==> src/design/mfp_pkg.sv <==
`default_nettype none

package mfp_pkg;

  // Default sizes handed to the top level
  localparam int unsigned REGISTER_COUNT_DEF = 256;
  localparam int unsigned NUM_TIMERS_DEF     = 4;

  // Register offsets with side effects
  localparam logic [7:0] OFS_ENABLE  = 8'h09;
  localparam logic [7:0] OFS_PENDING = 8'h0D;
  localparam logic [7:0] OFS_INSERV  = 8'h11;
  localparam logic [7:0] OFS_MASK    = 8'h15;
  localparam logic [7:0] OFS_VECTOR  = 8'h17;
  localparam logic [7:0] OFS_CTRL_A  = 8'h19;
  localparam logic [7:0] OFS_CTRL_B  = 8'h1B;
  localparam logic [7:0] OFS_CTRL_CD = 8'h1D;
  localparam logic [7:0] OFS_DATA_A  = 8'h1F;

  localparam logic [7:0] VECTOR_RESET  = 8'h40;
  localparam logic [7:0] VEC_BASE_MASK = 8'hF0;
  localparam logic [7:0] MASK_RESET    = 8'hFF;
  localparam logic [8:0] TIMER_FULL    = 9'd256;

  // Operation codes carried by the kind field
  typedef enum logic [2:0] {
    K_RDBYTE = 3'd0,
    K_RDWORD = 3'd1,
    K_WRBYTE = 3'd2,
    K_WRWORD = 3'd3,
    K_CLOCK  = 3'd4,
    K_VECTOR = 3'd5,
    K_IACK   = 3'd6
  } kind_t;

  // Commands from the sequencer to the datapath
  typedef struct packed {
    logic load;
    logic clr_step;
    logic rd_idx1;
    logic rd_vec;
    logic cap_hi;
    logic cap_lo;
    logic wr_byte;
    logic wr_hi;
    logic wr_lo;
    logic tick;
    logic ack;
    logic vec_claim;
    logic ref_pend;
    logic ref_insv;
    logic emit;
  } mfp_cmd_t;

  // Status from the datapath to the sequencer
  typedef struct packed {
    kind_t kind;
    logic  ticks_zero;
    logic  tick_last;
    logic  clr_last;
    logic  out_free;
  } mfp_stat_t;

  // Fold an 8-bit offset into the register file; the depth is at least a
  // quarter of the offset range, so three conditional subtracts suffice
  function automatic logic [7:0] reg_wrap(input logic [7:0] a, input int unsigned count);
    logic [8:0] v;
    v = {1'b0, a};
    for (int i = 0; i < 3; i++) begin
      if (v >= 9'(count)) begin
        v = v - 9'(count);
      end
    end
    return v[7:0];
  endfunction

endpackage

`default_nettype wire

==> src/design/mfp_ram.sv <==
`default_nettype none

module mfp_ram #(
  parameter int unsigned WIDTH = 8,
  parameter int unsigned DEPTH = 256
) (
  input  wire logic                     clk,
  input  wire logic                     we,
  input  wire logic [$clog2(DEPTH)-1:0] waddr,
  input  wire logic [WIDTH-1:0]         wdata,
  input  wire logic [$clog2(DEPTH)-1:0] raddr,
  output      logic [WIDTH-1:0]         rdata
);

  logic [WIDTH-1:0] mem [DEPTH];

  // One write port, one registered read port
  always_ff @(posedge clk) begin
    if (we) begin
      mem[waddr] <= wdata;
    end
    rdata <= mem[raddr];
  end

endmodule

`default_nettype wire

==> src/design/mfp_ctrl.sv <==
`default_nettype none

module mfp_ctrl (
  input  wire logic               clk,
  input  wire logic               rst,
  input  wire logic               in_valid,
  output      logic               in_stall,
  input  wire mfp_pkg::mfp_stat_t stat,
  output      mfp_pkg::mfp_cmd_t  cmd
);

  typedef enum logic [9:0] {
    S_CLEAR    = 10'b00_0000_0001,
    S_IDLE     = 10'b00_0000_0010,
    S_EXEC     = 10'b00_0000_0100,
    S_READ1    = 10'b00_0000_1000,
    S_READ2    = 10'b00_0001_0000,
    S_WRLO     = 10'b00_0010_0000,
    S_TICK     = 10'b00_0100_0000,
    S_REF_PEND = 10'b00_1000_0000,
    S_REF_INSV = 10'b01_0000_0000,
    S_DONE     = 10'b10_0000_0000
  } state_t;

  state_t state;
  state_t state_next;

  // Take a word only when no operation is in flight
  assign in_stall = (state != S_IDLE);

  // Step through one operation
  always_comb begin
    state_next = state;
    cmd        = '0;
    case (state)
      S_CLEAR: begin
        cmd.clr_step = 1'b1;
        if (stat.clr_last) begin
          state_next = S_IDLE;
        end
      end
      S_IDLE: begin
        if (in_valid) begin
          cmd.load   = 1'b1;
          state_next = S_EXEC;
        end
      end
      S_EXEC: begin
        case (stat.kind)
          mfp_pkg::K_RDBYTE, mfp_pkg::K_RDWORD: begin
            // first byte address is the default read address
            state_next = S_READ1;
          end
          mfp_pkg::K_VECTOR: begin
            cmd.rd_vec    = 1'b1;
            cmd.vec_claim = 1'b1;
            state_next    = S_READ1;
          end
          mfp_pkg::K_WRBYTE: begin
            cmd.wr_byte = 1'b1;
            state_next  = S_REF_PEND;
          end
          mfp_pkg::K_WRWORD: begin
            cmd.wr_hi  = 1'b1;
            state_next = S_WRLO;
          end
          mfp_pkg::K_CLOCK: begin
            state_next = stat.ticks_zero ? S_DONE : S_TICK;
          end
          mfp_pkg::K_IACK: begin
            cmd.ack    = 1'b1;
            state_next = S_REF_PEND;
          end
          default: begin
            state_next = S_DONE;
          end
        endcase
      end
      S_READ1: begin
        cmd.cap_hi = 1'b1;
        if (stat.kind == mfp_pkg::K_RDWORD) begin
          cmd.rd_idx1 = 1'b1;
          state_next  = S_READ2;
        end else begin
          state_next = S_DONE;
        end
      end
      S_READ2: begin
        cmd.cap_lo = 1'b1;
        state_next = S_DONE;
      end
      S_WRLO: begin
        cmd.wr_lo  = 1'b1;
        state_next = S_DONE;
      end
      S_TICK: begin
        cmd.tick = 1'b1;
        if (stat.tick_last) begin
          state_next = S_REF_PEND;
        end
      end
      S_REF_PEND: begin
        cmd.ref_pend = 1'b1;
        state_next   = S_REF_INSV;
      end
      S_REF_INSV: begin
        cmd.ref_insv = 1'b1;
        state_next   = S_DONE;
      end
      S_DONE: begin
        if (stat.out_free) begin
          cmd.emit   = 1'b1;
          state_next = S_IDLE;
        end
      end
      default: begin
        state_next = S_IDLE;
      end
    endcase
  end

  always_ff @(posedge clk) begin
    if (rst) begin
      state <= S_CLEAR;
    end else begin
      state <= state_next;
    end
  end

endmodule

`default_nettype wire

==> src/design/mfp_datapath.sv <==
`default_nettype none

module mfp_datapath #(
  parameter int unsigned REGISTER_COUNT = mfp_pkg::REGISTER_COUNT_DEF,
  parameter int unsigned NUM_TIMERS     = mfp_pkg::NUM_TIMERS_DEF
) (
  input  wire logic              clk,
  input  wire logic              rst,
  input  wire mfp_pkg::mfp_cmd_t cmd,
  output      mfp_pkg::mfp_stat_t stat,
  input  wire logic [2:0]        kind,
  input  wire logic [7:0]        address,
  input  wire logic [15:0]       write_data,
  input  wire logic [7:0]        tick_count,
  output      logic              out_valid,
  input  wire logic              out_stall,
  output      logic [15:0]       read_data,
  output      logic [7:0]        vector,
  output      logic              irq
);

  localparam int unsigned ADDR_W = $clog2(REGISTER_COUNT);

  // Latched word
  mfp_pkg::kind_t item_kind;
  logic [7:0]     item_addr;
  logic [15:0]    item_data;
  logic [7:0]     ticks_left;

  // Register file port
  logic              ram_we;
  logic [ADDR_W-1:0] ram_waddr;
  logic [7:0]        ram_wdata;
  logic [ADDR_W-1:0] ram_raddr;
  logic [7:0]        ram_q;
  logic [ADDR_W-1:0] clr_cnt;

  logic [7:0]        wrap0;
  logic [7:0]        wrap1;
  logic [ADDR_W-1:0] idx0;
  logic [ADDR_W-1:0] idx1;

  // Interrupt state
  logic [7:0] pending_bits;
  logic [7:0] in_service_bits;
  logic [7:0] enable_bits;
  logic [7:0] mask_bits;
  logic       irq_flag;
  logic [7:0] act;
  logic [7:0] act_low;
  logic [2:0] act_idx;

  // Timers
  logic [2:0] tick_phase;
  logic [2:0] phase_next;
  logic [8:0] reload      [NUM_TIMERS];
  logic [8:0] count       [NUM_TIMERS];
  logic [8:0] count_next  [NUM_TIMERS];
  logic [2:0] ctrl        [NUM_TIMERS];
  logic [7:0] tick_hits;

  logic [7:0] hi_byte;
  logic [7:0] lo_byte;
  logic [7:0] vec_res;
  logic [7:0] wv;

  assign wrap0 = mfp_pkg::reg_wrap(item_addr, REGISTER_COUNT);
  assign wrap1 = mfp_pkg::reg_wrap(item_addr + 8'd1, REGISTER_COUNT);
  assign idx0  = wrap0[ADDR_W-1:0];
  assign idx1  = wrap1[ADDR_W-1:0];
  assign wv    = item_data[7:0];

  // Hold the accepted word
  always_ff @(posedge clk) begin
    if (rst) begin
      ticks_left <= '0;
    end else if (cmd.load) begin
      item_kind  <= mfp_pkg::kind_t'(kind);
      item_addr  <= address;
      item_data  <= write_data;
      ticks_left <= tick_count;
    end else if (cmd.tick) begin
      ticks_left <= ticks_left - 8'd1;
    end
  end

  // Sweep the register file to its reset contents
  always_ff @(posedge clk) begin
    if (rst) begin
      clr_cnt <= '0;
    end else if (cmd.clr_step) begin
      clr_cnt <= clr_cnt + ADDR_W'(1);
    end
  end

  // Select the write source
  always_comb begin
    ram_we    = 1'b0;
    ram_waddr = idx0;
    ram_wdata = wv;
    if (cmd.clr_step) begin
      ram_we    = 1'b1;
      ram_waddr = clr_cnt;
      ram_wdata = (clr_cnt == ADDR_W'(mfp_pkg::OFS_VECTOR)) ? mfp_pkg::VECTOR_RESET : 8'h00;
    end else if (cmd.wr_byte) begin
      ram_we = 1'b1;
    end else if (cmd.wr_hi) begin
      ram_we    = 1'b1;
      ram_wdata = item_data[15:8];
    end else if (cmd.wr_lo) begin
      ram_we    = 1'b1;
      ram_waddr = idx1;
    end else if (cmd.ref_pend) begin
      ram_we    = 1'b1;
      ram_waddr = ADDR_W'(mfp_pkg::OFS_PENDING);
      ram_wdata = act;
    end else if (cmd.ref_insv) begin
      ram_we    = 1'b1;
      ram_waddr = ADDR_W'(mfp_pkg::OFS_INSERV);
      ram_wdata = in_service_bits;
    end
  end

  // Select the read address
  always_comb begin
    if (cmd.rd_vec) begin
      ram_raddr = ADDR_W'(mfp_pkg::OFS_VECTOR);
    end else if (cmd.rd_idx1) begin
      ram_raddr = idx1;
    end else begin
      ram_raddr = idx0;
    end
  end

  mfp_ram #(
    .WIDTH (8),
    .DEPTH (REGISTER_COUNT)
  ) u_regs (
    .clk   (clk),
    .we    (ram_we),
    .waddr (ram_waddr),
    .wdata (ram_wdata),
    .raddr (ram_raddr),
    .rdata (ram_q)
  );

  // Lowest active source
  assign act     = pending_bits & enable_bits & mask_bits;
  assign act_low = act & (~act + 8'd1);
  always_comb begin
    act_idx = 3'd0;
    for (int b = 7; b >= 0; b--) begin
      if (act[b]) begin
        act_idx = 3'(b);
      end
    end
  end

  // Advance each timer on its share of the phase
  assign phase_next = tick_phase + 3'd1;
  always_comb begin
    tick_hits = '0;
    for (int k = 0; k < NUM_TIMERS; k++) begin
      count_next[k] = count[k];
      if (((phase_next & 3'((1 << k) - 1)) == 3'd0) && (ctrl[k] != 3'd0)) begin
        if (count[k] <= 9'd1) begin
          tick_hits[k]  = 1'b1;
          count_next[k] = reload[k];
        end else begin
          count_next[k] = count[k] - 9'd1;
        end
      end
    end
  end

  // Timer registers
  always_ff @(posedge clk) begin
    if (rst) begin
      tick_phase <= '0;
      for (int k = 0; k < NUM_TIMERS; k++) begin
        reload[k] <= mfp_pkg::TIMER_FULL;
        count[k]  <= mfp_pkg::TIMER_FULL;
        ctrl[k]   <= '0;
      end
    end else if (cmd.tick) begin
      tick_phase <= phase_next;
      for (int k = 0; k < NUM_TIMERS; k++) begin
        count[k] <= count_next[k];
      end
    end else if (cmd.wr_byte) begin
      for (int k = 0; k < NUM_TIMERS; k++) begin
        if ((k == 0 && idx0 == ADDR_W'(mfp_pkg::OFS_CTRL_A)) ||
            (k == 1 && idx0 == ADDR_W'(mfp_pkg::OFS_CTRL_B)) ||
            (k == 3 && idx0 == ADDR_W'(mfp_pkg::OFS_CTRL_CD))) begin
          ctrl[k] <= wv[2:0];
        end
        if (k == 2 && idx0 == ADDR_W'(mfp_pkg::OFS_CTRL_CD)) begin
          ctrl[k] <= wv[6:4];
        end
        if (idx0 == ADDR_W'(mfp_pkg::OFS_DATA_A + 8'(2 * k))) begin
          // data zero stands for a full count
          reload[k] <= (wv == 8'h00) ? mfp_pkg::TIMER_FULL : {1'b0, wv};
          count[k]  <= (wv == 8'h00) ? mfp_pkg::TIMER_FULL : {1'b0, wv};
        end
      end
    end
  end

  // Interrupt controller registers
  always_ff @(posedge clk) begin
    if (rst) begin
      pending_bits    <= '0;
      in_service_bits <= '0;
      enable_bits     <= '0;
      mask_bits       <= mfp_pkg::MASK_RESET;
      irq_flag        <= 1'b0;
    end else begin
      if (cmd.tick) begin
        pending_bits <= pending_bits | tick_hits;
      end
      if (cmd.ack) begin
        pending_bits    <= '0;
        in_service_bits <= '0;
      end
      if (cmd.vec_claim) begin
        in_service_bits <= in_service_bits | act_low;
      end
      if (cmd.wr_byte) begin
        if (idx0 == ADDR_W'(mfp_pkg::OFS_ENABLE)) begin
          enable_bits <= wv;
        end
        if (idx0 == ADDR_W'(mfp_pkg::OFS_MASK)) begin
          mask_bits <= wv;
        end
        if (idx0 == ADDR_W'(mfp_pkg::OFS_PENDING)) begin
          pending_bits <= pending_bits & ~wv;
        end
        if (idx0 == ADDR_W'(mfp_pkg::OFS_INSERV)) begin
          in_service_bits <= in_service_bits & ~wv;
        end
      end
      if (cmd.ref_pend) begin
        irq_flag <= (act != 8'h00);
      end
    end
  end

  // Capture read bytes and form the vector
  always_ff @(posedge clk) begin
    if (cmd.cap_hi) begin
      hi_byte <= ram_q;
      vec_res <= (ram_q & mfp_pkg::VEC_BASE_MASK) + {5'b0, act_idx};
    end
    if (cmd.cap_lo) begin
      lo_byte <= ram_q;
    end
  end

  // Output register
  always_ff @(posedge clk) begin
    if (rst) begin
      out_valid <= 1'b0;
    end else if (cmd.emit) begin
      out_valid <= 1'b1;
    end else if (!out_stall) begin
      out_valid <= 1'b0;
    end
  end

  always_ff @(posedge clk) begin
    if (cmd.emit) begin
      case (item_kind)
        mfp_pkg::K_RDBYTE: read_data <= {8'h00, hi_byte};
        mfp_pkg::K_RDWORD: read_data <= {hi_byte, lo_byte};
        default:           read_data <= 16'h0000;
      endcase
      vector <= (item_kind == mfp_pkg::K_VECTOR) ? vec_res : 8'h00;
      irq    <= irq_flag;
    end
  end

  // Report to the sequencer
  always_comb begin
    stat.kind       = item_kind;
    stat.ticks_zero = (ticks_left == 8'd0);
    stat.tick_last  = (ticks_left == 8'd1);
    stat.clr_last   = (clr_cnt == ADDR_W'(REGISTER_COUNT - 1));
    stat.out_free   = !out_valid || !out_stall;
  end

endmodule

`default_nettype wire

==> src/design/multifunction_timer_interrupt_unit.sv <==
// Timer and interrupt unit with a byte register file, four down-counting
// timers and an eight-source interrupt controller.
// Input channel (in_valid/in_stall) carries one operation word: kind,
// address, write_data, tick_count. Output channel (out_valid/out_stall)
// returns one word per operation: read_data, vector, irq.
// A sequencer runs one operation at a time. Reads fetch one or two
// bytes, writes store one or two; byte write, acknowledge and a clock
// advance of one or more ticks then refresh the pending and in-service
// entries of the register file. The next word is taken in the cycle after
// out_valid rises; an operation waits to emit while the output holds a word.
// The clock advance steps the timers one tick per cycle, and every
// register file access goes through its single read and write port.
// After reset the register file is swept to its reset contents, one entry
// per cycle through all REGISTER_COUNT entries; in_stall stays high meanwhile.
// The finished word sits in an output register; a new operation is taken
// while it waits, and a stalled output holds its word until taken.
`default_nettype none

module multifunction_timer_interrupt_unit #(
  parameter int unsigned REGISTER_COUNT = mfp_pkg::REGISTER_COUNT_DEF,
  parameter int unsigned NUM_TIMERS     = mfp_pkg::NUM_TIMERS_DEF
) (
  input  wire logic        clk,
  input  wire logic        rst,
  input  wire logic        in_valid,
  output      logic        in_stall,
  input  wire logic [2:0]  kind,
  input  wire logic [7:0]  address,
  input  wire logic [15:0] write_data,
  input  wire logic [7:0]  tick_count,
  output      logic        out_valid,
  input  wire logic        out_stall,
  output      logic [15:0] read_data,
  output      logic [7:0]  vector,
  output      logic        irq
);

  mfp_pkg::mfp_cmd_t  cmd;
  mfp_pkg::mfp_stat_t stat;

  mfp_ctrl u_ctrl (
    .clk      (clk),
    .rst      (rst),
    .in_valid (in_valid),
    .in_stall (in_stall),
    .stat     (stat),
    .cmd      (cmd)
  );

  mfp_datapath #(
    .REGISTER_COUNT (REGISTER_COUNT),
    .NUM_TIMERS     (NUM_TIMERS)
  ) u_datapath (
    .clk        (clk),
    .rst        (rst),
    .cmd        (cmd),
    .stat       (stat),
    .kind       (kind),
    .address    (address),
    .write_data (write_data),
    .tick_count (tick_count),
    .out_valid  (out_valid),
    .out_stall  (out_stall),
    .read_data  (read_data),
    .vector     (vector),
    .irq        (irq)
  );

endmodule

`default_nettype wire
==> config.mk <==
export PLATFORM = sky130hd
export DESIGN_NAME = multifunction_timer_interrupt_unit
export DESIGN_NICKNAME = d
export VERILOG_FILES = /design/src/design/mfp_pkg.sv /design/src/design/mfp_ram.sv /design/src/design/mfp_ctrl.sv /design/src/design/mfp_datapath.sv /design/src/design/multifunction_timer_interrupt_unit.sv
export SDC_FILE = /design/constraint.sdc
export NUM_CORES = 2
export LEC_CHECK = 0
export ABC_AREA = 1
export BUFFER_PORTS_ARGS = -buffer_cell sky130_fd_sc_hd__buf_4
export CORE_MARGIN = 1
export CORE_UTILIZATION = 58
export DETAILED_ROUTE_END_ITERATION = 8
export PLACE_DENSITY = 0.74
export SETUP_SLACK_MARGIN = 0.3
export SYNTH_ARGS = -nofsm -noshare
export SYNTH_HDL_FRONTEND = slang
export SYNTH_SLANG_ARGS = --single-unit
==> constraint.sdc <==
create_clock -name clk -period 20.7 [get_ports clk]
set_clock_uncertainty 0.1 [all_clocks]
set_input_delay 5.175 -clock clk [delete_from_list [all_inputs] [get_ports clk]]
set_output_delay 5.175 -clock clk [all_outputs]
set_load 0.005 [all_outputs]
# Word level (Yosys, flattened, before mapping)
# Memories as Yosys holds them, arrays and structs flattened. A register that Yosys moved wholly into a read port is not among the register bits.
# Index checks and enable logic that the tools add are counted.
# classes
n_bitwise	26
addsub	10
mux	145
n_lt_le_gt_ge	4
eq_ne	36
reduce_logical	25
# op_table
operator	n
two-way mux 8 bit	24
two-way mux 9 bit	21
one-hot mux 10 bit (8 select lines)	1
two-way mux 1 bit	76
two-way mux 10 bit	6
== test 8 x 5 -> 1 bit, second input constant	7
AND 8 bit	5
one-hot mux 10 bit (4 select lines)	1
less-or-equal comparator 9 x 1 -> 1 bit, second input constant	4
two-way mux 3 bit	12
subtractor 9 x 1 -> 9 bit, second input constant	4
one-hot mux 16 bit (2 select lines)	1
adder 8 x 1 -> 8 bit, second input constant	3
== test 8 x 6 -> 1 bit, second input constant	3
== test 8 x 4 -> 1 bit, second input constant	2
zero test 8 bit	2
inverter 8 bit	2
bitwise OR 1 bit	16
zero test 3 bit	4
nonzero test 3 bit	4
== test 10 x 1 -> 1 bit, second input constant	1
== test 10 bit, second input constant	1
== test 10 x 2 -> 1 bit, second input constant	1
== test 10 x 3 -> 1 bit, second input constant	1
31 further kinds	44
# totals
ramBits	2132
ff_bits	139
elab_cells	269
n_memories	4
# memory_table
memory	words	word_bits	read_ports	rd_ports_with_merged_regs	wr	line_no	source
u_datapath.u_regs.mem	256	8	1	1	1	mfp_ram.sv:15	logic [WIDTH-1:0] mem [DEPTH];
u_datapath.count	4	9	4	0	4	mfp_datapath.sv:57	logic [8:0] count [NUM_TIMERS];
u_datapath.reload	4	9	4	0	4	mfp_datapath.sv:56	logic [8:0] reload [NUM_TIMERS];
u_datapath.ctrl	4	3	4	0	4	mfp_datapath.sv:59	logic [2:0] ctrl [NUM_TIMERS];

# Logic depth before layout (Yosys ltp)
# logic_depth
word_depth	11
depth_mapped	19
ltp_nobuf	18

# Modules after synthesis
# A second synthesis with hierarchy kept.
# unflattened
cells_unflattened	8343
hier_area_um2	94769.6
# modules_own_cells
mod	area_per_inst_um2	cells_each	instances	seq_area_each_um2
mfp_ram	83396.2	7003	1	61659.1
mfp_datapath	10488.8	1204	1	5685.5
mfp_ctrl	884.6	136	1	200.2

# Worst setup path after synthesis
# Ideal clock, no wire load.
# synth_path
path_type	reg-to-reg
from	register u_ctrl.state[7]
to	memory u_datapath.u_regs.mem[0][6] (data pin)
arrival_time_ns	15.592
n_path_buf	1
path_slack_ns	2.047
setup_time_ns	2.961
required_ns	17.639
path_stages_with_launch	9
path_cell_list	dfxtp_1 -> nor2_2 -> nand2_4 -> nor3_4 -> inv_2 -> clkbuf_1 -> nor2_1 -> inv_1 -> o41ai_1
# synth_via
elab_chain_len	8
# synth_lines
element	line_no	source
start: declaration	mfp_ctrl.sv:25	state_t state;
start signal: assignment	mfp_ctrl.sv:126	state <= state_next;
== test 10 x 9 -> 1 bit	mfp_ctrl.sv:35	case (state)
two-way mux 1 bit	mfp_ctrl.sv:35	
two-way mux 8 bit	mfp_datapath.sv:117	end else if (cmd.ref_insv) begin
two-way mux 8 bit	mfp_datapath.sv:113	end else if (cmd.ref_pend) begin
two-way mux 8 bit	mfp_datapath.sv:110	end else if (cmd.wr_lo) begin
two-way mux 8 bit	mfp_datapath.sv:107	end else if (cmd.wr_hi) begin
two-way mux 8 bit	mfp_datapath.sv:105	end else if (cmd.wr_byte) begin
two-way mux 8 bit (*)	mfp_datapath.sv:101	if (cmd.clr_step) begin
net u_datapath.ram_wdata[6]	mfp_datapath.sv:33	logic [7:0] ram_wdata;
end: declaration	mfp_ram.sv:15	
# Mark *: on every way through the listed nets, which the timed path passes. The rest lies on a longest branch.

# Worst setup path after layout
# layout_path
from	register u_ctrl.state[8]
to	output port in_stall
# layout_via
elab_chain_len	1
# layout_lines
element	line_no	source
inequality test 10 x 2 -> 1 bit	mfp_ctrl.sv:29	assign in_stall = (state != S_IDLE);
end: declaration	multifunction_timer_interrupt_unit.sv:26	output logic in_stall,
# Every way passes these cells.

==> impl_metrics.json <==
{
  "die_area_um2": 173000,
  "die_x_um": 416,
  "crit_path_start_kind": "register",
  "setup_viol": 0,
  "arrival_ns": 2.26,
  "cp_data_required_time_ns": 15.43,
  "finalHoldViolCount": 0,
  "stdcell_count": 11400,
  "outcome": "finished clean",
  "clockBufferDepth": 3,
  "multi_input_area_um2": 23800,
  "std_cell_rows": 151,
  "share_seq_of_total_power_pct": 53.2,
  "vias_per_cell": 5.99,
  "drv_cap": 0,
  "preCtsSetupSlack_ns": 12.68,
  "slowest_stage": "dfxtp_1",
  "path_cells": "inv_2 -> nand2_4 -> inv_2 -> nand2_1 -> nor3_1 -> inv_1 -> buf_4",
  "cp-end-kind": "output pin",
  "track_usage_pct": 29.3,
  "p_comb_share_pct": 6.3,
  "yosysWarnings": 0,
  "p_sw_mw": 2.27,
  "wl_mm": 256,
  "seqCellArea_um2": 67500,
  "setup_slack_ns": 13.17,
  "fillers": 12800,
  "p_leak_nw": 42.2,
  "netSwitchingFraction_pct": 23.0,
  "netlist_area_um2": 99600,
  "critical_path_class": "reg -> out",
  "dieHeight_um": 416,
  "setup_tns_ns": 0,
  "clockPowerShare_pct": 40.5,
  "total_power_mw": 9.88,
  "post_cts_buffers": 0,
  "rr_startpoint": "u_datapath.item_kind[0]",
  "crit_top_cell": "inv_2",
  "ys_types": 55,
  "place_inst": 11000,
  "ctsResizeCount": 0,
  "ioPinCount": 66,
  "ant_nets": 0,
  "cp_max_fo": 9,
  "drc_errors": 0,
  "synth-seq-cells": 2273,
  "peakVddDrop_mv": 0.0985,
  "fin_crit_sh_pct": 36.4,
  "async_flop_share_pct": 0,
  "core_area_um2": 170000,
  "worstMarginPinSlew_ns": 1.37,
  "start_util_pct": 58.6,
  "r2r_setup_slack_ns": 13.62,
  "dr.pass1.iters": 6,
  "maxSlewViolCount": 0,
  "synth_area_per_cell_um2": 10.8,
  "hold_buffers": 0,
  "clk_pin_slew_ns": 0.06,
  "drt_iter0_markers": 9273,
  "syn_nets": 9310,
  "startpoint": "u_ctrl.state[8]",
  "vias": 68500,
  "synthCells": 9255,
  "synth_edf_count": 2202,
  "numPortBuffers": 64,
  "nNetsFinal": 9087,
  "grt_max_degree": 212,
  "slew_headroom_pct": 8.20,
  "power_density_nw_per_um2": 91.0,
  "root_buffer": "clkbuf_16",
  "hold_start": "u_datapath.pending_bits[7]",
  "fin_util_pct": 63.8,
  "period_needed_ns": 7.53,
  "cts_sinks": 2273,
  "wl_per_cell_um": 22.4,
  "slowest_delay_ns": 0.34,
  "synth_top_flop_cell": "edfxtp_1",
  "hp-class": "reg -> reg",
  "hpwl_mm": 142,
  "grt.overflow.total": 0,
  "rsz0062_at_grt": "false",
  "cts_tree": "done",
  "area_delta_synth_final_pct": 8.97,
  "fmax_mhz": 133,
  "insertion_delay_ns": 0.86,
  "htreeDepth": 4,
  "place_congestion": 0.916,
  "drive_above_1_share_pct": 5.93,
  "grt_antenna_before_repair": 3,
  "ys_seq_area_share_pct": 67.8,
  "grt_pass1_vias": 65300,
  "grt_pass1_wl_mm": 388,
  "p_int_mw": 7.60,
  "cts_buffers": 220
}
sequential cells by signal, summed over array words and instances, names as in the netlist, 10 cells and up:
signal and count:
u_datapath.item_data 16, u_datapath.u_regs.mem 2048, u_datapath.reload 36, u_datapath.read_data 16, u_datapath.ctrl 12, u_ctrl.state 10
u_datapath.count 36
cell usage after synthesis (all sizes together) (10+ instances only):
cell type,count,area (um2)
a211oi,18,135
a21oi,46,230
a31oi,12,75.1
buf,337,1650
clkbuf,257,965
dfxtp,71,1420
edfxtp,2202,66100
ha,16,200
inv,1560,5860
nand2,1576,5950
nand3,1431,7180
nand4,371,2330
nor2,449,1740
nor3,38,221
nor4,10,68.8
o211ai,372,2790
o21ai,412,2060
xnor2,10,87.6
final timing paths:
path	depth (start not counted)	to
min	2	u_datapath.pending_bits[7]
min reg2reg	2	u_datapath.pending_bits[7]
max	7	in_stall
max reg2reg	19	u_datapath.u_regs.rdata[1]
cell usage in the layout (no fill, tap or decap), types with 11 or more instances in the layout:
master	synthesis	routed
nor2_2	12	14
a21oi_1	46	46
clkinv_1	4	51
buf_4	8	132
o211ai_1	372	372
clkbuf_16	0	224
o21ai_0	260	260
nand3_1	1427	1418
nor2_1	434	431
dfxtp_1	71	71
o21ai_1	152	152
nand2_1	1567	1566
nand4_1	370	370
ha_1	16	16
a31oi_1	12	12
inv_2	17	15
clkbuf_1	257	53
edfxtp_1	2202	2202
nor3_1	33	32
bufinv_16	0	21
clkinv_2	0	39
a211oi_1	18	11
inv_1	1543	1541
buf_12	0	17
critical path: cells and delay by family (launching register included):
kind	cells	cell delay [ns]
flip-flops	1	0.34
AND/OR/NAND/NOR	3	0.56
buffers and inverters	4	0.49
logic make-up (layout without fill, tap and decap cells):
| logic type | count (synthesis) | in the layout | synth area share [%] |
|---|---|---|---|
| AO/OA/AOI/OAI | 899 | 899 | 5.63 |
| XOR/XNOR | 18 | 18 | 0.158 |
| adder cells (fa/ha/maj) | 16 | 16 | 0.201 |
| buffers and inverters | 2158 | 2123 | 8.52 |
| flip-flops | 2273 | 2273 | 67.8 |
| multiplexers | 7 | 7 | 0.0791 |
| other | 1 | 6 | 0.00376 |
| AND/OR/NAND/NOR | 3883 | 3883 | 17.6 |
power groups by stage:
stage | clock (mW) | sequential [mW] | combinational [mW]
2_1_floorplan | 0 | 5.45 | 0.302
3_3_place_gp | 0 | 5.35 | 0.586
3_5_place_dp | 0 | 5.35 | 0.602
4_1_cts | 4.02 | 5.25 | 0.604
5_1_grt | 4.20 | 5.25 | 0.649
6_report | 4.00 | 5.25 | 0.619
metal layers:
layer / global-route usage, % / vias to the layer above / share of wire (%)
met4: 13.3 / 4 / 4.6
met3: 5.88 / 608 / 10
met1: 39.2 / 32700 / 38
li1: - / 31400 / -
met2: 46.6 / 3818 / 47
met5: 0 / - / 0.042
cell type report:
cell class                 instances  area share (%)
tap                             2218            2.56
timing repair buffer             149            1.23
inverter                        1564            5.43
clock buffer                     284            5.44
antenna                            5          0.0115
sequential                      2273            62.2
multi-input combinational       4824            21.9
clock inverter                   126            1.21
stage by stage:
step	cell area (um2)	hold WS, ns
6_report	109000	0.347
4_1_cts	109000	0.348
2_1_floorplan	99600	0.303
3_5_place_dp	101000	0.338
5_1_grt	109000	0.375
3_3_place_gp	101000	0.333
Power figures use the tool's default switching activity.
